`src/rtl/stc_pkg.sv`:
```
// Shared types, codes and constants for the full-step stepper commutator.
// Used by stc_divider and stepper_full_step_commutator; no dependencies.
package stc_pkg;

  // Sequencer states of the top level.
  typedef enum logic [1:0] {
    ST_IDLE,
    ST_MUL,
    ST_DIV,
    ST_APPLY
  } stc_state_t;

  // Input command codes.
  localparam logic [1:0] CMD_MOVE     = 2'd0;
  localparam logic [1:0] CMD_TICK     = 2'd1;
  localparam logic [1:0] CMD_FAILSAFE = 2'd2;

  // Move kinds.
  localparam logic [1:0] MOVE_FWD = 2'd1;
  localparam logic [1:0] MOVE_REV = 2'd2;

  // H-bridge drive codes.
  localparam logic [1:0] DRIVE_COAST = 2'd0;
  localparam logic [1:0] DRIVE_FWD   = 2'd1;
  localparam logic [1:0] DRIVE_REV   = 2'd2;

  // Configuration register indexes.
  localparam int unsigned CFG_IDX_W  = 3;
  localparam int unsigned CFG_DATA_W = 16;
  localparam logic [CFG_IDX_W-1:0] REG_DRIVER_ENABLE   = 3'd0;
  localparam logic [CFG_IDX_W-1:0] REG_PARAMS_CONFIRM  = 3'd1;
  localparam logic [CFG_IDX_W-1:0] REG_STEPS_PER_REV   = 3'd2;
  localparam logic [CFG_IDX_W-1:0] REG_WINDING_DUTY    = 3'd3;
  localparam logic [CFG_IDX_W-1:0] REG_DIR_INVERTED    = 3'd4;
  localparam logic [CFG_IDX_W-1:0] REG_STOP_ON_LOSS    = 3'd5;

  // Period division: numerator fits in 26 bits, so the quotient does too.
  localparam int unsigned NUM_W = 26;
  localparam int unsigned DEN_W = 32;
  localparam int unsigned CNT_W = $clog2(NUM_W + 1);
  localparam logic [NUM_W-1:0] PERIOD_NUMERATOR = 26'd60000000;

  localparam logic [6:0] DUTY_MAX = 7'd100;

  // Full-step phase table, bridge A.
  function automatic logic [1:0] phase_drive_a(input logic [1:0] ph);
    logic [1:0] d;
    case (ph)
      2'd0:    d = DRIVE_FWD;
      2'd1:    d = DRIVE_REV;
      2'd2:    d = DRIVE_REV;
      default: d = DRIVE_FWD;
    endcase
    return d;
  endfunction

  // Full-step phase table, bridge B.
  function automatic logic [1:0] phase_drive_b(input logic [1:0] ph);
    logic [1:0] d;
    case (ph)
      2'd0:    d = DRIVE_FWD;
      2'd1:    d = DRIVE_FWD;
      2'd2:    d = DRIVE_REV;
      default: d = DRIVE_REV;
    endcase
    return d;
  endfunction

endpackage

```
`src/rtl/stc_divider.sv`:
```
// Radix-2 restoring divider: the fixed period numerator over a 32-bit divisor.
// One quotient bit per cycle. Depends on stc_pkg.
module stc_divider (
  input  logic                           clk,
  input  logic                           rst_n,
  input  logic                           start,
  input  logic [stc_pkg::DEN_W-1:0]      divisor,
  output logic                           done,
  output logic [stc_pkg::NUM_W-1:0]      quotient
);

  logic                         busy_r;
  logic                         done_r;
  logic [stc_pkg::CNT_W-1:0]    cnt_r;
  logic [stc_pkg::NUM_W-1:0]    num_r;
  logic [stc_pkg::NUM_W-1:0]    rem_r;
  logic [stc_pkg::NUM_W-1:0]    quo_r;
  logic [stc_pkg::DEN_W-1:0]    div_r;

  logic [stc_pkg::NUM_W-1:0]    rem_sh;
  logic [stc_pkg::NUM_W-1:0]    rem_diff;
  logic                         ge;

  // The partial remainder never exceeds the numerator, so it stays narrow.
  assign rem_sh   = {rem_r[stc_pkg::NUM_W-2:0], num_r[stc_pkg::NUM_W-1]};
  assign ge       = {{(stc_pkg::DEN_W-stc_pkg::NUM_W){1'b0}}, rem_sh} >= div_r;
  assign rem_diff = rem_sh - div_r[stc_pkg::NUM_W-1:0];

  always_ff @(posedge clk) begin
    if (!rst_n) begin
      busy_r <= 1'b0;
      done_r <= 1'b0;
      cnt_r  <= '0;
    end else begin
      done_r <= 1'b0;
      if (start) begin
        busy_r <= 1'b1;
        cnt_r  <= stc_pkg::CNT_W'(stc_pkg::NUM_W);
      end else if (busy_r) begin
        cnt_r <= cnt_r - stc_pkg::CNT_W'(1);
        if (cnt_r == stc_pkg::CNT_W'(1)) begin
          busy_r <= 1'b0;
          done_r <= 1'b1;
        end
      end
    end
  end

  always_ff @(posedge clk) begin
    if (start) begin
      num_r <= stc_pkg::PERIOD_NUMERATOR;
      rem_r <= '0;
      quo_r <= '0;
      div_r <= divisor;
    end else if (busy_r) begin
      num_r <= {num_r[stc_pkg::NUM_W-2:0], 1'b0};
      rem_r <= ge ? rem_diff : rem_sh;
      quo_r <= {quo_r[stc_pkg::NUM_W-2:0], ge};
    end
  end

  assign done     = done_r;
  assign quotient = quo_r;

endmodule

```
`src/rtl/stepper_full_step_commutator.sv`:
```
// Two-phase full-step commutator for a bipolar stepper on two H-bridges.
// Input transactions on in_*: in_tuser = {move_kind, command}, in_tdata =
// {time_now_us, speed_rpm}. Each input transaction gives exactly one result
// transaction on out_*: out_tuser = drive_update, out_tdata = {phase_index,
// motor_running, drive_duty, drive B, drive A}.
// Configuration must be written by the user through cfg_we/cfg_index/cfg_wdata
// only while idle; the block itself does not enforce this. Every item passes
// through one 16x16 multiply and a shared radix-2 divider that finds the step
// period one quotient bit per cycle, and a new input transaction is accepted
// only after the result of the previous one has been registered. in_tready is
// high only in the idle state; one result may wait in the output register while
// the next input transaction is accepted and worked on. If the receiver stalls,
// the new result is held back until the waiting one has been taken.
// Synchronous active-low reset: motor stopped, phase 0, step time 0, all
// configuration registers zero except stop_on_link_loss, which is set.
// Depends on stc_pkg and stc_divider.
module stepper_full_step_commutator (
  input  logic                             clk,
  input  logic                             rst_n,
  input  logic                             in_tvalid,
  output logic                             in_tready,
  input  logic [47:0]                      in_tdata,   // speed_rpm, time_now_us
  input  logic [3:0]                       in_tuser,   // command, move_kind
  output logic                             out_tvalid,
  input  logic                             out_tready,
  // drive A, drive B, drive_duty, motor_running, phase_index, pad
  output logic [15:0]                      out_tdata,
  output logic                             out_tuser,  // drive_update
  input  logic                             cfg_we,
  input  logic [stc_pkg::CFG_IDX_W-1:0]    cfg_index,
  input  logic [stc_pkg::CFG_DATA_W-1:0]   cfg_wdata
);

  stc_pkg::stc_state_t state_r, state_nxt;

  // Configuration registers.
  logic        drv_en_r;
  logic        confirmed_r;
  logic [15:0] spr_r;
  logic [6:0]  duty_r;
  logic        dir_inv_r;
  logic        stop_loss_r;

  // Latched input item.
  logic [1:0]  cmd_r;
  logic [1:0]  kind_r;
  logic [15:0] rpm_r;
  logic [31:0] now_r;

  // Motor state.
  logic        running_r, running_nxt;
  logic        reverse_r, reverse_nxt;
  logic [15:0] target_r, target_nxt;
  logic [1:0]  phase_r, phase_nxt;
  logic [31:0] next_time_r, next_time_nxt;

  // Output register.
  logic        out_valid_r;
  logic        upd_r, upd_nxt;
  logic [1:0]  a_r, a_nxt;
  logic [1:0]  b_r, b_nxt;
  logic [6:0]  odu_r, odu_nxt;

  logic        den_zero_r;
  logic [15:0] rpm_sel;
  logic [stc_pkg::DEN_W-1:0] den;
  logic        div_start;
  logic        div_done;
  logic [stc_pkg::NUM_W-1:0] period;
  logic        out_free;
  logic        apply_fire;
  logic        cfg_ready;
  logic        period_zero;
  logic [31:0] diff;
  logic [6:0]  duty_sat;
  logic        step_down;

  // A move uses its own speed; a tick uses the armed speed.
  assign rpm_sel = (cmd_r == stc_pkg::CMD_MOVE) ? rpm_r : target_r;
  assign den     = 32'(rpm_sel) * 32'(spr_r);

  stc_divider u_div (
    .clk      (clk),
    .rst_n    (rst_n),
    .start    (div_start),
    .divisor  (den),
    .done     (div_done),
    .quotient (period)
  );

  assign out_free = !out_valid_r || out_tready;

  // Next-state logic.
  always_comb begin
    state_nxt = state_r;
    case (state_r)
      stc_pkg::ST_IDLE:  if (in_tvalid) state_nxt = stc_pkg::ST_MUL;
      stc_pkg::ST_MUL:   state_nxt = stc_pkg::ST_DIV;
      stc_pkg::ST_DIV:   if (div_done) state_nxt = stc_pkg::ST_APPLY;
      stc_pkg::ST_APPLY: if (out_free) state_nxt = stc_pkg::ST_IDLE;
      default:           state_nxt = stc_pkg::ST_IDLE;
    endcase
  end

  // Sequencer outputs.
  always_comb begin
    in_tready  = 1'b0;
    div_start  = 1'b0;
    apply_fire = 1'b0;
    case (state_r)
      stc_pkg::ST_IDLE:  in_tready = 1'b1;
      stc_pkg::ST_MUL:   div_start = 1'b1;
      stc_pkg::ST_APPLY: apply_fire = out_free;
      default: ;
    endcase
  end

  assign cfg_ready   = drv_en_r && confirmed_r && (spr_r != 16'd0) && (duty_r != 7'd0);
  assign period_zero = den_zero_r || (period == '0);
  assign diff        = now_r - next_time_r;
  assign duty_sat    = (duty_r > stc_pkg::DUTY_MAX) ? stc_pkg::DUTY_MAX : duty_r;
  assign step_down   = reverse_r ^ dir_inv_r;

  // Item decision: what the finished item does to the motor and the result.
  always_comb begin
    running_nxt   = running_r;
    reverse_nxt   = reverse_r;
    target_nxt    = target_r;
    phase_nxt     = phase_r;
    next_time_nxt = next_time_r;
    upd_nxt       = 1'b0;
    a_nxt         = stc_pkg::DRIVE_COAST;
    b_nxt         = stc_pkg::DRIVE_COAST;
    odu_nxt       = 7'd0;
    case (cmd_r)
      stc_pkg::CMD_MOVE: begin
        if ((kind_r == stc_pkg::MOVE_FWD || kind_r == stc_pkg::MOVE_REV) &&
            cfg_ready && !period_zero) begin
          running_nxt   = 1'b1;
          reverse_nxt   = (kind_r == stc_pkg::MOVE_REV);
          target_nxt    = rpm_r;
          next_time_nxt = now_r;
        end else begin
          running_nxt = 1'b0;
          reverse_nxt = 1'b0;
          target_nxt  = 16'd0;
          upd_nxt     = 1'b1;
        end
      end
      stc_pkg::CMD_TICK: begin
        // The step is due while the wrapped time difference is non-negative.
        if (running_r && cfg_ready && !period_zero && !diff[31]) begin
          upd_nxt       = 1'b1;
          a_nxt         = stc_pkg::phase_drive_a(phase_r);
          b_nxt         = stc_pkg::phase_drive_b(phase_r);
          odu_nxt       = duty_sat;
          phase_nxt     = step_down ? phase_r - 2'd1 : phase_r + 2'd1;
          next_time_nxt = now_r + 32'(period);
        end
      end
      stc_pkg::CMD_FAILSAFE: begin
        if (stop_loss_r) begin
          running_nxt = 1'b0;
          reverse_nxt = 1'b0;
          target_nxt  = 16'd0;
          upd_nxt     = 1'b1;
        end
      end
      default: ;
    endcase
  end

  always_ff @(posedge clk) begin
    if (!rst_n) begin
      state_r     <= stc_pkg::ST_IDLE;
      drv_en_r    <= 1'b0;
      confirmed_r <= 1'b0;
      spr_r       <= 16'd0;
      duty_r      <= 7'd0;
      dir_inv_r   <= 1'b0;
      stop_loss_r <= 1'b1;
      running_r   <= 1'b0;
      reverse_r   <= 1'b0;
      target_r    <= 16'd0;
      phase_r     <= 2'd0;
      next_time_r <= 32'd0;
      out_valid_r <= 1'b0;
    end else begin
      state_r <= state_nxt;
      if (cfg_we) begin
        case (cfg_index)
          stc_pkg::REG_DRIVER_ENABLE:  drv_en_r    <= cfg_wdata[0];
          stc_pkg::REG_PARAMS_CONFIRM: confirmed_r <= cfg_wdata[0];
          stc_pkg::REG_STEPS_PER_REV:  spr_r       <= cfg_wdata;
          stc_pkg::REG_WINDING_DUTY:   duty_r      <= cfg_wdata[6:0];
          stc_pkg::REG_DIR_INVERTED:   dir_inv_r   <= cfg_wdata[0];
          stc_pkg::REG_STOP_ON_LOSS:   stop_loss_r <= cfg_wdata[0];
          default: ;
        endcase
      end
      if (apply_fire) begin
        running_r   <= running_nxt;
        reverse_r   <= reverse_nxt;
        target_r    <= target_nxt;
        phase_r     <= phase_nxt;
        next_time_r <= next_time_nxt;
        out_valid_r <= 1'b1;
      end else if (out_tready) begin
        out_valid_r <= 1'b0;
      end
    end
  end

  // Payload registers.
  always_ff @(posedge clk) begin
    if (in_tvalid && in_tready) begin
      cmd_r  <= in_tuser[1:0];
      kind_r <= in_tuser[3:2];
      rpm_r  <= in_tdata[15:0];
      now_r  <= in_tdata[47:16];
    end
    if (div_start) begin
      den_zero_r <= (den == '0);
    end
    if (apply_fire) begin
      upd_r <= upd_nxt;
      a_r   <= a_nxt;
      b_r   <= b_nxt;
      odu_r <= odu_nxt;
    end
  end

  assign out_tvalid = out_valid_r;
  assign out_tuser  = upd_r;
  assign out_tdata  = {2'b00, phase_r, running_r, odu_r, b_r, a_r};

endmodule
```
`config.mk`:
```
export PLATFORM = sky130hd
export DESIGN_NAME = stepper_full_step_commutator
export DESIGN_NICKNAME = d
export VERILOG_FILES = /design/src/rtl/stc_pkg.sv /design/src/rtl/stc_divider.sv /design/src/rtl/stepper_full_step_commutator.sv
export SDC_FILE = /design/constraint.sdc
export NUM_CORES = 1
export LEC_CHECK = 0
export BUFFER_PORTS_ARGS = -buffer_cell sky130_fd_sc_hd__buf_4
export CORE_MARGIN = 2
export CORE_UTILIZATION = 30
export DETAILED_ROUTE_END_ITERATION = 7
export PLACE_DENSITY_LB_ADDON = 0.05
export RECOVER_POWER = 25
export SYNTH_ARGS = -nofsm -noshare
export SYNTH_HDL_FRONTEND = slang
export SYNTH_HIERARCHICAL = 1
export SYNTH_SLANG_ARGS = --single-unit
```
`constraint.sdc`:
```
create_clock -name clk -period 9.7 [get_ports clk]
set_input_delay 0.485 -clock clk [delete_from_list [all_inputs] [get_ports clk]]
set_output_delay 0.485 -clock clk [all_outputs]
set_load 0.03 [all_outputs]
```
==> run metrics <==
final-report hold violation count=0; final net count=2897; antenna violations before repair=0; Clock Root Buffer=sky130_fd_sc_hd__clkbuf_16; per-cell routed wire length=18.3 µm; MaxCap Viol Count=1; warnings from Yosys=6; hold endpoint=now_r[24]; proportion of power drawn by the clock network=30.4%; proportion of total power due to net switching=37.2%; first-pass GRT wire length=roughly 100 mm; die area=around 0.075 mm²; launch instance of the worst min-delay path=in_tdata[40]; final critical-path share of the clock period=84.9%; via count of the first global-routing pass=17376; EDFF count, synth=between 90 and 100; clock transition at the registers of the reported paths=0.06 ns; GP Congestion=a little under 0.8; Final Max Slew Viols=79; total number of clock tree sinks=between 200 and 300; Core Footprint=0.0726 mm²; Crit-path slowest cell=sky130_fd_sc_hd__nor2_2; r2r worst-path depth=23; Antenna Violating Nets Remaining=0; series of cell instances along the critical path=nor2_2 > mux2_2 > and2_1 > fa_1 > inv_1 > fa_1 > inv_1 > fa_1 > fa_1 > fa_1 > inv_1 > fa_1 > inv_1 > ha_1 > a21oi_1 > o21ai_0 > a2111oi_0 > a21oi_1 > a2111oi_0 > nor2_1 > xnor2_1 > or4_1 > nor4_2; diode insertion count for antenna repair=0; unrepaired setup endpoints after global routing=false; detailed placer's ending HPWL=around 48 mm; mean post-synth cell area=slightly above 9 µm²; sequential cell area in the final layout=0.00608 mm²; element type at the critical path end=register; sequential element share of the synthesized area=27.7%; filler cell count in the final layout=between 7000 and 8000; worst endpoint data arrival time=8.62 ns; most area-hungry cell type in the Yosys netlist=sky130_fd_sc_hd__fa_1; register bit total from synthesis=255; vias after detailed routing=16604; first element of the critical path=cmd_r[1]; starting DRC count in detailed routing=752; P_sw=around 1600 µW; P_leak=between 0.01 and 0.015 µW; worst setup path category=reg2reg; CP required=slightly above 10 ns; hold slack=0.116 ns; CTS Hold Bufs=0; Cell Rows=99; crit path launch type=register; highest net fanout along the worst path=17; multi-input combinational cell area=0.0142 mm²; number of different library cells in the post-synthesis netlist=91; failing checks=max-capacitance violations, max-slew violations; CTS H-Tree Depth=2; startpoint of the lowest-slack register-to-register path=cmd_r[1]; Yosys top cell area share=17.9%; Layout Area Growth over Synthesis=12.2%; I/O pin cnt=95; number of port buffers=92; most instantiated flip-flop cell in the synthesis netlist=sky130_fd_sc_hd__dfxtp_1; largest incremental delay on the critical path=0.74 ns; post-cts sizing count=0; synthesized instance count=roughly 2400; final wirelength=62.7 mm; CTS tree=done; slack of the worst reg-to-reg path=1.46 ns; post-route cell area=0.0246 mm²; setup-violating endpoint count in the final report=0; clock insertion delay at the later pin of the skew report=0.57 ns; pre-CTS WS=1.41 ns; Remaining DRCs=0; combinational power share=34.6%; peak supply drop=roughly 0.14 mV; effective utilization at floorplan=between 30% and 40%; global routing usage summed across all routing layers=17.1%; total cell area at the placement stage=about 0.024 mm²; endpoint of the lowest-slack register-to-register path=den_zero_r; library cell appearing most often on the critical path=sky130_fd_sc_hd__fa_1; Int Pwr=2710 µW; minimum clock period=8.24 ns; Detailed Routing Iterations Pass 1=4; synth top area cells=sky130_fd_sc_hd__fa_1, sky130_fd_sc_hd__dfxtp_1, sky130_fd_sc_hd__edfxtp_1, sky130_fd_sc_hd__ha_1, sky130_fd_sc_hd__inv_1; type of the tightest min-delay check=in2reg; Post CTS Setup Buffer Count=0; chip height=between 200 and 300 µm; Post-Syn Area=0.0219 mm²; worst max-slew margin expressed relative to the limit=-159%; Post-Route Skew=0.0244 ns; upper clock frequency limit=between 100 and 150 MHz; routed via count divided by cell count=4.86; width of the chip=274 µm; TNS Setup=0 ns; maximum clock insertion buffer count=3; fraction of layout cells with a size suffix above 1=7.73%; result of the run=finished, violations left; largest net degree at the start of global routing=79; Worst Tran Pin Value=3.89 ns; Inserted Clock Buffers=35; number of cells on the worst hold path=1; sequential fraction of design power=around a third; total power density per cell area=176 mW/mm²; final setup margin=1.46 ns; remaining global-route overflow=0; Async SR Flop Fraction=0%
==> routing by layer <==
metal | routed length (µm) | track usage [%]
met1 | 29300 | 22.4
met4 | 1760 | 5.23
met5 | 0 | 0
met2 | 30100 | 29.6
met3 | 1590 | 1.96
==> critical path, delay by kind of cell (launching register included) <==
kind	cells	cell delay (ns)
simple gates	5	1.66
compound gates	5	1.64
mux	1	0.56
buf+inv	4	0.20
fa+ha+maj	7	3.35
flops	1	0.46
xor+xnor	1	0.16
==> kinds of logic after synthesis <==
logic type      Yosys count  share of synthesized area (%)
compound gates          408                           13.0
xor+xnor                 71                           2.84
fa+ha+maj               391                           29.0
buf+inv                 424                           7.49
flops                   255                           27.7
mux                      69                           3.27
other cells               1                         0.0171
simple gates            770                           16.6
==> placed cells by master, fill, tap and decap left out, types with 30 or more instances in the layout <==
cell type	instances
sky130_fd_sc_hd__clkbuf_4	48
sky130_fd_sc_hd__fa_1	196
sky130_fd_sc_hd__edfxtp_1	97
sky130_fd_sc_hd__a211oi_1	30
sky130_fd_sc_hd__a21o_1	41
sky130_fd_sc_hd__and2_1	128
sky130_fd_sc_hd__xnor2_1	50
sky130_fd_sc_hd__nand2_1	312
sky130_fd_sc_hd__ha_1	195
sky130_fd_sc_hd__o21ai_0	48
sky130_fd_sc_hd__buf_4	41
sky130_fd_sc_hd__mux2i_1	52
sky130_fd_sc_hd__a21oi_1	112
sky130_fd_sc_hd__clkbuf_16	35
sky130_fd_sc_hd__nor2_1	167
sky130_fd_sc_hd__inv_1	319
sky130_fd_sc_hd__dfxtp_1	157
==> through the flow <==
step | util, % | power (µW) | instances
2_1_floorplan | - | 2610 | 2390
3_3_place_gp | 32.4 | 3040 | 3352
3_5_place_dp | 32.4 | 3050 | 3352
4_1_cts | 34.0 | 4410 | 3416
5_1_grt | 33.9 | 4640 | 3416
6_report | 33.9 | 4320 | 3416
==> power groups by stage <==
stage               combinational, µW  clock, µW  sequential, µW
floorplan                        1150          0            1460
global placement                 1510          0            1530
detailed placement               1520          0            1530
CTS                              1520       1370            1510
global route                     1690       1410            1540
finish                           1500       1310            1510
==> Yosys cell counts, drive strengths merged (31+ instances only) <==
cell / count
clkbuf: 81
a21oi: 114
o21ai: 50
fa: 196
and2: 130
ha: 195
mux2i: 52
inv: 319
a211oi: 31
a21o: 42
xnor2: 50
nand2: 313
edfxtp: 97
nor2: 168
dfxtp: 158
==> flip-flops by register name, summed over array words and instances, names as in the netlist, 2 cells and up <==
register        count
u_div/rem_r        25
cmd_r               2
next_time_r        32
u_div/cnt_r         5
kind_r              2
u_div/div_r        32
u_div/quotient     26
duty_r              7
a_r                 2
b_r                 2
rpm_r              16
phase_r             2
target_r           16
spr_r              16
u_div/num_r        18
odu_r               7
state_r             2
now_r              32
==> worst max-delay path by stage <==
stage | end
after floorplan | den_zero_r
after global placement | den_zero_r
after detailed placement | den_zero_r
after CTS | den_zero_r
after global routing | den_zero_r
final | den_zero_r
==> final cells by class <==
type,count,area share [%]
Inverter,320,4.89
Timing Repair Buffer,107,2.99
Clock buffer,47,3.87
Tap cell,959,4.88
Clock inverter,17,0.850
Multi-Input combinational cell,1711,57.8
Sequential cell,255,24.7
Note: power is estimated with default switching activity, not from simulation.
